<file path="src/tcw_pkg.sv">
// ----------------------------------------------------------------------------
// tcw_pkg
// Shared constants, payload types, command codes and sequencer states for the
// text console cell writer.
// ----------------------------------------------------------------------------
package tcw_pkg;

    localparam int COLUMNS        = 80;
    localparam int ROWS           = 25;
    localparam int CELL_COUNT     = COLUMNS * ROWS;
    localparam int LAST_ROW_START = (ROWS - 1) * COLUMNS;

    localparam int KIND_W = 2;
    localparam int CHAR_W = 8;
    localparam int ATTR_W = 8;
    localparam int ADDR_W = 11;
    localparam int CUR_W  = 11;
    localparam int COL_W  = $clog2(COLUMNS);
    localparam int ROW_W  = $clog2(ROWS + 1);

    localparam int QUEUE_DEPTH = 2;
    localparam int QPTR_W      = $clog2(QUEUE_DEPTH);
    localparam int QCNT_W      = $clog2(QUEUE_DEPTH + 1);

    localparam logic [CHAR_W-1:0] NEWLINE_CODE = 8'd10;
    localparam logic [ATTR_W-1:0] ATTR_RESET   = 8'd15;

    localparam logic [KIND_W-1:0] KIND_PUT   = 2'd0;
    localparam logic [KIND_W-1:0] KIND_READ  = 2'd1;
    localparam logic [KIND_W-1:0] KIND_CLEAR = 2'd2;

    typedef enum logic [2:0] {
        OP_PUT,
        OP_NEWLINE,
        OP_READ,
        OP_CLEAR,
        OP_NOP
    } t_op;

    typedef enum logic [2:0] {
        S_INIT,
        S_IDLE,
        S_SHIFT,
        S_BLANK,
        S_CLEAR,
        S_FIN
    } t_state;

    typedef struct packed {
        logic [KIND_W-1:0] kind;
        logic [CHAR_W-1:0] character;
        logic [ADDR_W-1:0] cell_index;
    } t_item;

    typedef struct packed {
        logic [CHAR_W-1:0] read_char;
        logic [ATTR_W-1:0] read_attr;
        logic [CUR_W-1:0]  cursor_pos;
        logic              scrolled;
    } t_result;

    typedef struct packed {
        t_op               op;
        logic [CHAR_W-1:0] character;
        logic [ADDR_W-1:0] addr;
    } t_entry;

    typedef struct packed {
        logic [ATTR_W-1:0] attr;
        logic [CHAR_W-1:0] character;
    } t_cell;

endpackage

</file>
<file path="src/tcw_queue.sv">
// ----------------------------------------------------------------------------
// tcw_queue
// Short command queue between the front end and the back end.
// ----------------------------------------------------------------------------
module tcw_queue
    import tcw_pkg::*;
(
    input  logic   i_clk,
    input  logic   i_rst_n,
    input  logic   i_push,
    input  t_entry i_entry,
    input  logic   i_pop,
    output logic   o_valid,
    output t_entry o_entry,
    output logic   o_full
);

    t_entry            r_slots [QUEUE_DEPTH];
    logic [QPTR_W-1:0] r_wr, n_wr;
    logic [QPTR_W-1:0] r_rd, n_rd;
    logic [QCNT_W-1:0] r_count, n_count;

    always_comb begin
        n_wr    = r_wr;
        n_rd    = r_rd;
        n_count = r_count;
        if (i_push) begin
            n_wr = (r_wr == QPTR_W'(QUEUE_DEPTH - 1)) ? '0 : r_wr + 1'b1;
        end
        if (i_pop) begin
            n_rd = (r_rd == QPTR_W'(QUEUE_DEPTH - 1)) ? '0 : r_rd + 1'b1;
        end
        if (i_push && !i_pop) begin
            n_count = r_count + 1'b1;
        end else if (!i_push && i_pop) begin
            n_count = r_count - 1'b1;
        end
    end

    always_ff @(posedge i_clk) begin
        if (!i_rst_n) begin
            r_wr    <= '0;
            r_rd    <= '0;
            r_count <= '0;
        end else begin
            r_wr    <= n_wr;
            r_rd    <= n_rd;
            r_count <= n_count;
        end
    end

    always_ff @(posedge i_clk) begin
        if (i_push) begin
            r_slots[r_wr] <= i_entry;
        end
    end

    assign o_valid = (r_count != '0);
    assign o_full  = (r_count == QCNT_W'(QUEUE_DEPTH));
    assign o_entry = r_slots[r_rd];

endmodule

</file>
<file path="config.mk">
export PLATFORM = sky130hd
export DESIGN_NAME = tcw_queue
export DESIGN_NICKNAME = d
export VERILOG_FILES = /design/src/tcw_pkg.sv /design/src/tcw_queue.sv
export SDC_FILE = /design/constraint.sdc
export NUM_CORES = 1
export LEC_CHECK = 0
export BUFFER_PORTS_ARGS = -buffer_cell sky130_fd_sc_hd__clkbuf_2
export CAP_MARGIN = 20
export CORE_MARGIN = 1.5
export CORE_UTILIZATION = 46
export CTS_CLUSTER_SIZE = 40
export DETAILED_ROUTE_END_ITERATION = 16
export GPL_TIMING_DRIVEN = 1
export PLACE_DENSITY = 0.85
export SYNTH_ARGS = -nofsm -noshare
export SYNTH_HDL_FRONTEND = slang
export SYNTH_SLANG_ARGS = --single-unit
</file>
<file path="constraint.sdc">
create_clock -name i_clk -period 1.7 [get_ports i_clk]
set_input_delay 0.34 -clock i_clk [delete_from_list [all_inputs] [get_ports i_clk]]
set_output_delay 0.34 -clock i_clk [all_outputs]
set_load 0.05 [all_outputs]
</file>
After elaboration in Yosys (flattened, before gate mapping)
Memory sizes are Yosys's and may differ from the RTL's. A register that Yosys moved wholly into a read port is not among the register bits. Index checks and enable logic that the tools add are counted. Widths: inputs -> output; s select.

Output and inout bits: 24. RAM bits: 44. Input bits: 26. Memories: 1. Logic and storage cells: 23. Flip-flop bits (word level): 4.

Mux-type cells: 8. Eq/ne operators: 1. Reductions and logical operators: 6. Add/sub/neg operators: 4.

Memories: r_slots (depth 2, width 22, read ports 1, clocked after memory_dff 1, wr ports 1, line tcw_queue.sv:18) `t_entry r_slots [QUEUE_DEPTH];`.

Operators with widths (number): $mux 1 (6); $mux 2 (2); $reduce_bool 2->1 (2); $add 1x1->1 const B (2); $add 2x1->2 const B (1); $eq 2x2->1 const B (1); $logic_and 1x1->1 (2); $logic_not 1->1 (2); $sub 2x1->2 const B (1).

Depth between registers and ports, before layout
Depth in word-level cells: 4. Depth in mapped cells: 5. Gate-level depth less buffers: 5.

Worst setup path before layout
OpenSTA, ideal clock, no wires.

Kind: input-to-reg. From: input i_push. To: memory r_slots[0][0] (netlist bit), enable pin. Cell stages on the path: 1. Required time: 1.295 ns. Slack: -0.096 ns. Setup time: 0.405 ns. Data arrival time: 1.391 ns. Buffers on the path: 0. Path through: nor2b_1.

Longest elaborated chain between the ends: 2.

RTL lines: start, declared (line tcw_queue.sv:10) `input logic i_push,`; $mux 1 (line tcw_queue.sv:53) `if (i_push) begin`; $mux 1 (not written as such) (line tcw_queue.sv:54) `r_slots[r_wr] <= i_entry;`; end, declared (line tcw_queue.sv:18).

No other way between the ends.

==> results.py <==
metrics = {
    "setup_path": {
        "cp_top_family": "flip-flops",
        "cp_num_buf_inv": 2,
        "cp_data_required_time_ns": 1.36,
        "cpPeakStageDelay_ns": 0.37,
        "crit_fanout": 10,
        "crit_arrival_ns": 1.32,
        "cp_common_cell": "buf_8",
        "endpoint_kind": "output pin",
        "critPathSlowestCell": "dfxtp_4",
        "cp_cell_sequence": "buf_8, mux2_2, buf_8",
        "crit_path_start_kind": "register",
        "criticalPathCategory": "register to output pin",
    },
    "run_status": {
        "outcome": "completed",
    },
    "sta": {
        "hold_violations": 0,
        "fmax_ghz": 0.601,
        "skew_ns": 0.00257,
        "worst_pin_slew_ns": 0.306,
        "holdWs_ns": 0.236,
        "max_slew_margin": 0.796,
        "final_max_slew_viol_count": 0,
        "fin_tns_setup_ns": 0,
        "setup_viol": 0,
        "fin_crit_sh": 0.979,
        "rsz0062_at_grt": "yes",
        "period_needed_ns": 1.66,
    },
    "logic_synthesis": {
        "synth_top_cell_area_share": 0.734,
        "ys_warn_count": 0,
        "synthTopCellsByArea": "edfxtp_1, mux2_2, dfxtp_1, and2_1, xor2_1",
        "syn-cell-area_mm2": 0.00180,
        "synth_cell_types": 16,
        "synth_top_area_cell": "edfxtp_1",
        "synth_fp_nets": 117,
        "yosysSeqAreaShare": 0.789,
        "syn_inst": 90,
        "syn_area_per_cell_um2": 20.0,
        "synth_seq_cells": 49,
    },
    "detailed_routing": {
        "drtIter0Drc": 57,
        "drc": 0,
        "post_drt_wl_per_cell_um": 15.4,
        "drtAntennaViolNets": 0,
        "vias": 954,
        "drt_pass1_iterations": 3,
        "via_per_inst": 4.84,
        "routed_wl_um": 3030,
    },
    "floorplan": {
        "rows": 22,
        "die_y_um": 65.6,
        "core_area_mm2": 0.00372,
        "die-area_mm2": 0.00430,
        "num_io_pins": 50,
        "initial_utilization": 0.485,
        "die_x_um": 65.6,
    },
    "clock_network": {
        "clk_latency_ns": 0.29,
        "cts_sinks": 49,
        "h-tree-depth": 2,
        "cts_tree": "yes",
        "cts_setup_buffers": 0,
        "root_buffer": "clkbuf_8",
        "cts_hold_buf": 0,
        "clk_path_buf_depth": 2,
        "path_clk_slew_ns": 0.08,
        "cts_buffers": 5,
    },
    "layout": {
        "layout-drive-gt1-share": 0.584,
        "area_growth_pct": 36.2,
        "diodes": 0,
        "fin_nets": 176,
    },
    "global_routing": {
        "grt_pass1_vias": 984,
        "grt_pass1_wl_um": 4530,
        "grt_max_degree": 24,
        "grt.total_usage": 0.148,
        "antenna_found_initial": 0,
        "overflow": 0,
    },
    "power": {
        "p_leak_nw": 0.952,
        "cellPowerDensity_mw_per_mm2": 1130,
        "ir_drop_v": 0.000616,
    },
    "place": {
        "gp_congestion": 0.585,
        "dp_hpwl_um": 2000,
        "port_buffers": 49,
    },
    "job": {
        "cap_violations": 0,
    },
    "worst_hold_path": {
        "hp-class": "input pin to register",
    },
}
==> cell usage after synthesis, drive strengths merged <==
cell type	n
and2	4
ha	1
or3	1
xnor2	1
inv	1
and2b	1
nor2b	2
xor2	2
or2	1
a21boi	1
buf	2
dfxtp	5
mux2	22
edfxtp	44
o21a	1
o21ai	1
==> final cells by class <==
cell class	instances	area, um2
sequential	49	1430
fill	259	1260
timing repair buffer	54	488
multi-input combinational	38	372
clock buffer	5	68.8
tap	48	60.1
clock inverter	2	35.0
inverter	1	3.75
==> worst register-to-register path, delay by kind of cell (launching register included) <==
kind          cells  cell delay (ns)
flops             1             0.36
buf+inv           1             0.30
simple gates      1             0.14
==> sequential cells by signal, summed over array words and instances (netlist names), named ones only <==
register and flops:
r_slots 44, r_count 2, r_rd 1, r_wr 1
==> repair_timing <==
action,4_1_cts,5_1_grt
endpoints found under the setup margin,22,22
gates resized for setup,42,26
cloned,1,0
==> kinds of logic (layout without fill, tap and decap cells) <==
family / count (synthesis) / in the layout / synth area share
compound gates: 3 / 3 / 0.0111
flops: 49 / 49 / 0.789
mux: 22 / 22 / 0.138
xor+xnor: 3 / 3 / 0.0146
buf+inv: 3 / 62 / 0.00764
fa+ha+maj: 1 / 1 / 0.00695
simple gates: 9 / 9 / 0.0327
==> routing by layer <==
layer,vias up,GRT usage,wire length (um)
li1,459,-,-
met1,459,0.157,1120
met2,33,0.267,1690
met3,3,0.0582,196
met4,0,0.0521,21
met5,-,0,0
==> metrics by stage <==
| stage | instance area, um2 | total power [mW] | utilization | setup slack, ns | cells |
|---|---|---|---|---|---|
| finish | 2450 | 2.77 | 0.660 | 0.0362 | 197 |
| CTS | 2400 | 2.76 | 0.647 | 0.000147 | 197 |
| detailed placement | 2130 | 1.92 | 0.573 | 0.241 | 189 |
| global route | 2450 | 2.87 | 0.660 | -0.00512 | 197 |
| global placement | 2130 | 1.91 | 0.573 | 0.256 | 189 |
| floorplan | 1800 | 1.80 | - | 0.322 | 90 |
==> placed cells by master, fill, tap and decap left out, types with 2 or more instances in the layout <==
master     n
edfxtp_1  44
clkbuf_2  27
mux2_2    21
clkbuf_8  11
buf_8     11
buf_6      8
and2_1     4
dfxtp_1    4
xor2_1     2
buf_4      2
==> worst paths after layout <==
kind | cells past startpoint | start | slack, ns | endpoint
worst max-delay path | 3 | register | 0.04 | o_entry[14]
worst min-delay path | 1 | i_entry[4] | 0.24 | r_slots[1][4]
worst max register to register | 2 | r_wr | 0.58 | r_slots[1][13]
worst min register to register | 2 | r_count[1] | 0.50 | r_count[1]
==> power by group <==
part,internal (mW),switching [mW],total [mW]
clock network,0.427,0.336,0.763
registers,1.39,0.0255,1.41
logic,0.249,0.351,0.600
total,2.06,0.712,2.77
No activity file was read; power rests on OpenSTA's default activity.
