===== config.mk =====
export PLATFORM = sky130hd
export DESIGN_NAME = tcw_front
export DESIGN_NICKNAME = d
export VERILOG_FILES = /design/src/tcw_pkg.sv /design/src/tcw_front.sv
export SDC_FILE = /design/constraint.sdc
export NUM_CORES = 1
export LEC_CHECK = 0
export CAP_MARGIN = 10
export CORE_AREA = 2 2 39 41
export DETAILED_ROUTE_END_ITERATION = 6
export DIE_AREA = 0 0 41 43
export DONT_BUFFER_PORTS = 1
export PLACE_DENSITY = 0.42
export SLEW_MARGIN = 40
export SYNTH_ARGS = -nofsm -noshare
export SYNTH_HDL_FRONTEND = slang
export SYNTH_SLANG_ARGS = --single-unit

===== constraint.sdc =====
create_clock -name vclk -period 0.8
set_input_delay 0.12 -clock vclk [all_inputs]
set_output_delay 0.12 -clock vclk [all_outputs]
set_load 0.05 [all_outputs]

===== src/tcw_pkg.sv =====
// ----------------------------------------------------------------------------
// tcw_pkg
// Shared constants, payload types, command codes and sequencer states for the
// text console cell writer.
// ----------------------------------------------------------------------------
package tcw_pkg;

    localparam int COLUMNS        = 80;
    localparam int ROWS           = 25;
    localparam int CELL_COUNT     = COLUMNS * ROWS;
    localparam int LAST_ROW_START = (ROWS - 1) * COLUMNS;

    localparam int KIND_W = 2;
    localparam int CHAR_W = 8;
    localparam int ATTR_W = 8;
    localparam int ADDR_W = 11;
    localparam int CUR_W  = 11;
    localparam int COL_W  = $clog2(COLUMNS);
    localparam int ROW_W  = $clog2(ROWS + 1);

    localparam int QUEUE_DEPTH = 2;
    localparam int QPTR_W      = $clog2(QUEUE_DEPTH);
    localparam int QCNT_W      = $clog2(QUEUE_DEPTH + 1);

    localparam logic [CHAR_W-1:0] NEWLINE_CODE = 8'd10;
    localparam logic [ATTR_W-1:0] ATTR_RESET   = 8'd15;

    localparam logic [KIND_W-1:0] KIND_PUT   = 2'd0;
    localparam logic [KIND_W-1:0] KIND_READ  = 2'd1;
    localparam logic [KIND_W-1:0] KIND_CLEAR = 2'd2;

    typedef enum logic [2:0] {
        OP_PUT,
        OP_NEWLINE,
        OP_READ,
        OP_CLEAR,
        OP_NOP
    } t_op;

    typedef enum logic [2:0] {
        S_INIT,
        S_IDLE,
        S_SHIFT,
        S_BLANK,
        S_CLEAR,
        S_FIN
    } t_state;

    typedef struct packed {
        logic [KIND_W-1:0] kind;
        logic [CHAR_W-1:0] character;
        logic [ADDR_W-1:0] cell_index;
    } t_item;

    typedef struct packed {
        logic [CHAR_W-1:0] read_char;
        logic [ATTR_W-1:0] read_attr;
        logic [CUR_W-1:0]  cursor_pos;
        logic              scrolled;
    } t_result;

    typedef struct packed {
        t_op               op;
        logic [CHAR_W-1:0] character;
        logic [ADDR_W-1:0] addr;
    } t_entry;

    typedef struct packed {
        logic [ATTR_W-1:0] attr;
        logic [CHAR_W-1:0] character;
    } t_cell;

endpackage


===== src/tcw_front.sv =====
// ----------------------------------------------------------------------------
// tcw_front
// Accepts input items and classifies them into commands for the back end.
// ----------------------------------------------------------------------------
module tcw_front
    import tcw_pkg::*;
(
    input  logic   i_in_valid,
    output logic   o_in_ready,
    input  t_item  i_item,
    input  logic   i_full,
    input  logic   i_busy,
    output logic   o_push,
    output t_entry o_entry
);

    always_comb begin
        o_entry.character = i_item.character;
        o_entry.addr      = i_item.cell_index;
        o_entry.op        = OP_NOP;
        case (i_item.kind)
            KIND_PUT: begin
                o_entry.op = (i_item.character == NEWLINE_CODE) ? OP_NEWLINE : OP_PUT;
            end
            KIND_READ: begin
                // out of range reads return zeros like the unused kind
                if (i_item.cell_index < ADDR_W'(CELL_COUNT)) begin
                    o_entry.op = OP_READ;
                end
            end
            KIND_CLEAR: begin
                o_entry.op = OP_CLEAR;
            end
            default: begin
                o_entry.op = OP_NOP;
            end
        endcase
    end

    assign o_in_ready = !i_full && !i_busy;
    assign o_push     = i_in_valid && o_in_ready;

endmodule


# == Yosys cells after proc, flatten, opt, wreduce, memory -nomap -nowiden ==
# Index checks and enable logic that the tools add are counted.
# classes
n_mux,3
magnitude_cmp,1
reduce_logical,5
eq_ne,3
# ops
operator,n
$lt A11 B11 Y1 const B,1
$pmux W3 S3,1
$eq A8 B4 Y1 const B,1
$mux W3,1
$eq A2 B1 Y1 const B,1
$eq A2 B2 Y1 const B,1
$logic_and A1 B1 Y1,2
$logic_not A1 Y1,2
$logic_not A2 Y1,1
$mux W1,1
# word_totals
out_inout_bits,24
register_bits,0

# == Depth between registers and ports, before layout ==
# Gate-level depths: netlist of run 1.
# depth
depth_word,3
ltp_mapped,3

# == Worst setup path after synthesis of run 1 ==
# OpenSTA, ideal clock, no wires.
# synth_path
path_type,input port to output port
startpoint,input i_busy
endpoint,output o_push
slack_ns,-0.655
cell_stages,2
arrival_ns,1.335
path_cell_list,nor2_1 > and2_1
# synth_via
elab_chain_len,3
# synth_lines
item,line,source
start: declaration,tcw_front.sv:12,"input logic i_busy,"
$logic_not A1 Y1,tcw_front.sv:40,assign o_in_ready = !i_full && !i_busy;
$logic_and A1 B1 Y1,tcw_front.sv:40,
$logic_and A1 B1 Y1,tcw_front.sv:41,assign o_push = i_in_valid && o_in_ready;
end: declaration,tcw_front.sv:13,"output logic o_push,"
# No other way between the ends.

==> results of run 1 <==
where the power goes:
group / internal, uW / switching, uW / total, uW
clock: 0 / 0 / 0
combinational: 58.7 / 69.2 / 128
sequential: 0 / 0 / 0
metrics by stage:
stage	setup TNS (ns)	hold slack, ns	cells	util [%]
after floorplan	-0.331	0.293	29	-
after global placement	-0.311	0.240	29	15.1
after detailed placement	-0.337	0.240	29	15.1
after CTS	-0.341	0.240	30	15.6
after global routing	-0.414	0.240	30	15.6
final	-0.255	0.240	30	15.6
worst max path at each step:
| stage | slack [ns] | end |
|---|---|---|
| after floorplan | -0.13 | o_entry[20] |
| after global placement | -0.15 | o_entry[20] |
| after detailed placement | -0.16 | o_entry[20] |
| after CTS | -0.15 | o_entry[21] |
| after global routing | -0.16 | o_entry[21] |
| final | -0.12 | o_entry[21] |
worst max-delay path: stages:
cell	delay, ns
o211a_1	0.21
a41oi_2	0.14
buf_4	0.15
nor2b_4	0.04
buf_12	0.14
repair_timing:
item,in CTS,in global routing
setup endpoints to repair,3,3
setup buffers,1,0
pin swaps,4,2
resized for setup,0,0
kinds of logic after synthesis:
family,synth area share (%)
buf+inv,63.0
simple gates,16.6
compound gates,13.8
mux,6.63
routing by layer:
metal  share of wire, %  GRT usage, %
met1                 27          4.75
met2                 42          8.13
met3                 29          1.57
met4                2.3         0.667
met5                  0             0
synth_stat cells:
cell type,count,area (sq um)
and2_1,1,6.26
nor2_1,2,7.51
nor2b_1,1,6.26
a41oi_2,1,16.3
buf_4,19,143
o211a_1,1,10.0
nor4b_1,2,17.5
a21oi_1,1,5.00
mux2_4,1,15.0
layout make-up:
type	count	area share, %
multi-input cells	10	65.3
well taps	16	9.25
repair buffers	4	25.4
==> run metrics, run 1 <==
sequential cell area=0 sq um; Die Area=1760 sq um; I/O pin count=48; syn_area_per_cell=7.81 sq um; Req. time, crit path=0.68 ns; Final WS setup=-0.118 ns; Worst Hold Class=input pin to output port; total wire length=436 microns; initial cell density of the core=16.4%; commonest cells after routing, fill and taps aside=nor4b_4 (2), nor2_4 (2), buf_12 (2), buf_4 (2); clock buffers=0; WP data arrival=0.80 ns; number of global-route vias before repair=139; WS Path Type=input pin to output port; Core ar.=1380 sq um; Die Height=43 microns; CP Launch Point=i_item[5]; hold-critical path endpoint=o_entry[16]; violated checks=setup timing; Syn-to-layout area delta=-4.42%; Hold Buf Count CTS=0; Slew @ Worst Pin=0.262 ns; Diodes inserted=0; number of DRC markers in iteration 0=0; WL per Instance=14.5 microns; Tmin final=0.918 ns; Cell variety after synth=9; Cell Area, Placed=209 sq um; Syn Nets=53; routability cong.=0.445; GRT Total Usage=4.50%; residual DRC count=0; Tot Pwr=128 uW; initial antenna violation count=0; max-slew violations=0; largest net degree at the start of global routing=4; Setup crit end kind=output port; Tcrit/Tclk final=115%; cell area after layout=216 sq um; Fin. Hold Viols=0; global route overflow=0; IO Port Bufs=0; Max Cap Viol=0; VDD IR-drop max=0.0793 mV; Multi-input gate area=141 sq um; num sequential=0; # fillers=152; share of layout cells above drive strength 1=92.9%; Ys Warns=0; PwrDens=591 nW/um^2; CP startpoint kind=input pin; row cnt=14; sequential area share after synthesis=0%; post-synthesis cell area=226 sq um; via count=138; top fanout value on the critical path=2; outcome=complete, but fails checks; Leak=0.0000813 uW; Routed Antenna Nets=0; DP Worst Slack=-0.162 ns; DR vias/cell=4.60; final setup fails=3; Max Clock Freq=1090 MHz; worst hold start=i_item[16]; Hold Path Cell Cnt=0; Die W=41 microns; DR pass1 iterations=1; first-pass GRT wire length=593 microns; RSZ-0062 raised after global routing=true; post-layout net count=40; Max-slew headroom=82.6%; Post-Synthesis Cells=29
Power figures use the tool's default switching activity.
==> run 2, diff against run 1 <==
--- a/config.mk
+++ b/config.mk
@@ -10,7 +10,7 @@
 export DETAILED_ROUTE_END_ITERATION = 6
 export DIE_AREA = 0 0 41 43
 export DONT_BUFFER_PORTS = 1
-export PLACE_DENSITY = 0.42
+export PLACE_DENSITY = 0.41
 export SLEW_MARGIN = 40
 export SYNTH_ARGS = -nofsm -noshare
 export SYNTH_HDL_FRONTEND = slang
==> constraint.sdc (replaced) <==
create_clock -name vclk -period 1.2
set_input_delay 0.18 -clock vclk [all_inputs]
set_output_delay 0.18 -clock vclk [all_outputs]
set_load 0.05 [all_outputs]
==> run metrics, run 2 (synthesis gave the netlist of run 1 again) <==
Max Cap Viol=0 (unchanged); WL per Instance=16.1 microns (+11%); Routed Antenna Nets=0 (unchanged); WS Path Type=input pin to output port; routability cong.=0.546 (+23%); CP startpoint kind=input pin; Hold Path Cell Cnt=0 (unchanged); share of layout cells above drive strength 1=71.4% (-21 points); Worst Hold Class=input pin to output port; Slew @ Worst Pin=0.250 ns (-0.0121 ns); Syn-to-layout area delta=-18.2%; post-layout net count=40 (unchanged); residual DRC count=0 (unchanged); final setup fails=0 (-3); initial cell density of the core=16.4% (unchanged); worst path cell trace=o211a_1 > a41oi_2 > mux2_4; Fin. Hold Viols=0 (unchanged); Most Crowded Layer GR=met2; DR pass1 iterations=1 (unchanged); CP Buf/Inv Count=0 (-2); Die Area=1760 sq um (unchanged); num sequential=0 (unchanged); M2 GR Usage=6.88% (-1.2 points); Multi-input gate area=97.6 sq um (-31%); row cnt=14 (unchanged); WP data arrival=0.91 ns (+0.11 ns); hold-critical path endpoint=o_entry[1]; # fillers=157 (+3.3%); Hold Buf Count CTS=0 (unchanged); Final HPWL DP=462 microns; Tcrit/Tclk final=90.9%; cell count along the critical path=3 (-2); number of global-route vias before repair=126 (-9.4%); total wire length=484 microns (+11%); IO Port Bufs=0 (unchanged); clock buffers=0 (unchanged); Die Height=43 microns (unchanged); DR vias/cell=4.17 (-9.4%); slowest stage delay, CP=0.29 ns (+0.08 ns); outcome=finished, final reports clean; Tmin final=1.09 ns; met1 Track Usage GR=4.75% (unchanged); max-slew violations=0 (unchanged); met3 Usage GRT=4.19% (+2.6 points); VDD IR-drop max=0.195 mV (+150%); global route overflow=0 (unchanged); initial antenna violation count=0 (unchanged); post-CTS setup buffer count=0 (-1); largest net degree at the start of global routing=4 (unchanged); Max Clock Freq=917 MHz; final std cells w/o fill=30 (unchanged); CP max-delay cell=mux2_4; I/O pin count=48 (unchanged); CP Launch Point=i_item[5]; Die W=41 microns (unchanged); Leak=0.0000665 uW (-18%); Setup crit end kind=output port; Placed Cells=30 (+3.4%); GRT Total Usage=4.80% (+0.30 points); via count=125 (-9.4%); Req. time, crit path=1.02 ns (+0.34 ns); sequential cell area=0 sq um (unchanged); first-pass GRT wire length=586 microns (-1.2%); hold_ws=0.360 ns (+0.120 ns); top fanout value on the critical path=2 (unchanged); Diodes inserted=0 (unchanged); Max-slew headroom=83.1% (+0.51 points); most common cell after layout, fill and taps aside=buf_12; PwrDens=431 nW/um^2 (-27%); number of DRC markers in iteration 0=0 (unchanged); Resized cells post-CTS=0 (unchanged); worst hold start=i_item[1]; CP top delay family=compound AO/OA/AOI/OAI gates; RSZ-0062 raised after global routing=false; Core ar.=1380 sq um (unchanged); commonest cells after routing, fill and taps aside=buf_12 (3), nor2_2 (2)
-- run 2: cell counts in the layout (fill, tap and decap cells not counted) --
No cell type changed its count.
-- run 2: cell type report --
type               instances  share of cell area [%]
multi-input cells         10                    52.7
well taps                 16                    10.8
repair buffers             4                    36.5
-- run 2: report_power, final --
group / internal (uW) / switching, uW / total (uW)
clock network: 0 / 0 / 0
registers: 0 / 0 / 0
logic: 34.6 / 45.2 / 79.9
-- run 2: worst max-delay path by stage --
stage / slack [ns] / end
2_1_floorplan: -0.11 / o_push
5_1_grt: 0.07 / o_entry[19]
4_1_cts: 0.05 / o_entry[19]
3_5_place_dp: 0.05 / o_entry[19]
6_report: 0.11 / o_entry[20]
3_3_place_gp: 0.07 / o_entry[19]
-- run 2: stage by stage --
step | cell area, sq um | setup slack [ns] | power [uW] | util, % | setup TNS, ns
2_1_floorplan | 234 | -0.110 | 223 | - | -0.110
3_3_place_gp | 179 | 0.0665 | 80.4 | 12.9 | 0
3_5_place_dp | 179 | 0.0456 | 80.0 | 12.9 | 0
4_1_cts | 179 | 0.0456 | 80.2 | 12.9 | 0
5_1_grt | 185 | 0.0686 | 82.5 | 13.4 | 0
6_report | 185 | 0.109 | 79.9 | 13.4 | 0
-- run 2: metal layers --
| layer | vias to the layer above | share of wire [%] |
|---|---|---|
| met5 | - | 0 |
| met4 | 0 | 0.83 |
| met3 | 2 | 35 |
| met2 | 27 | 41 |
| met1 | 47 | 23 |
| li1 | 49 | - |
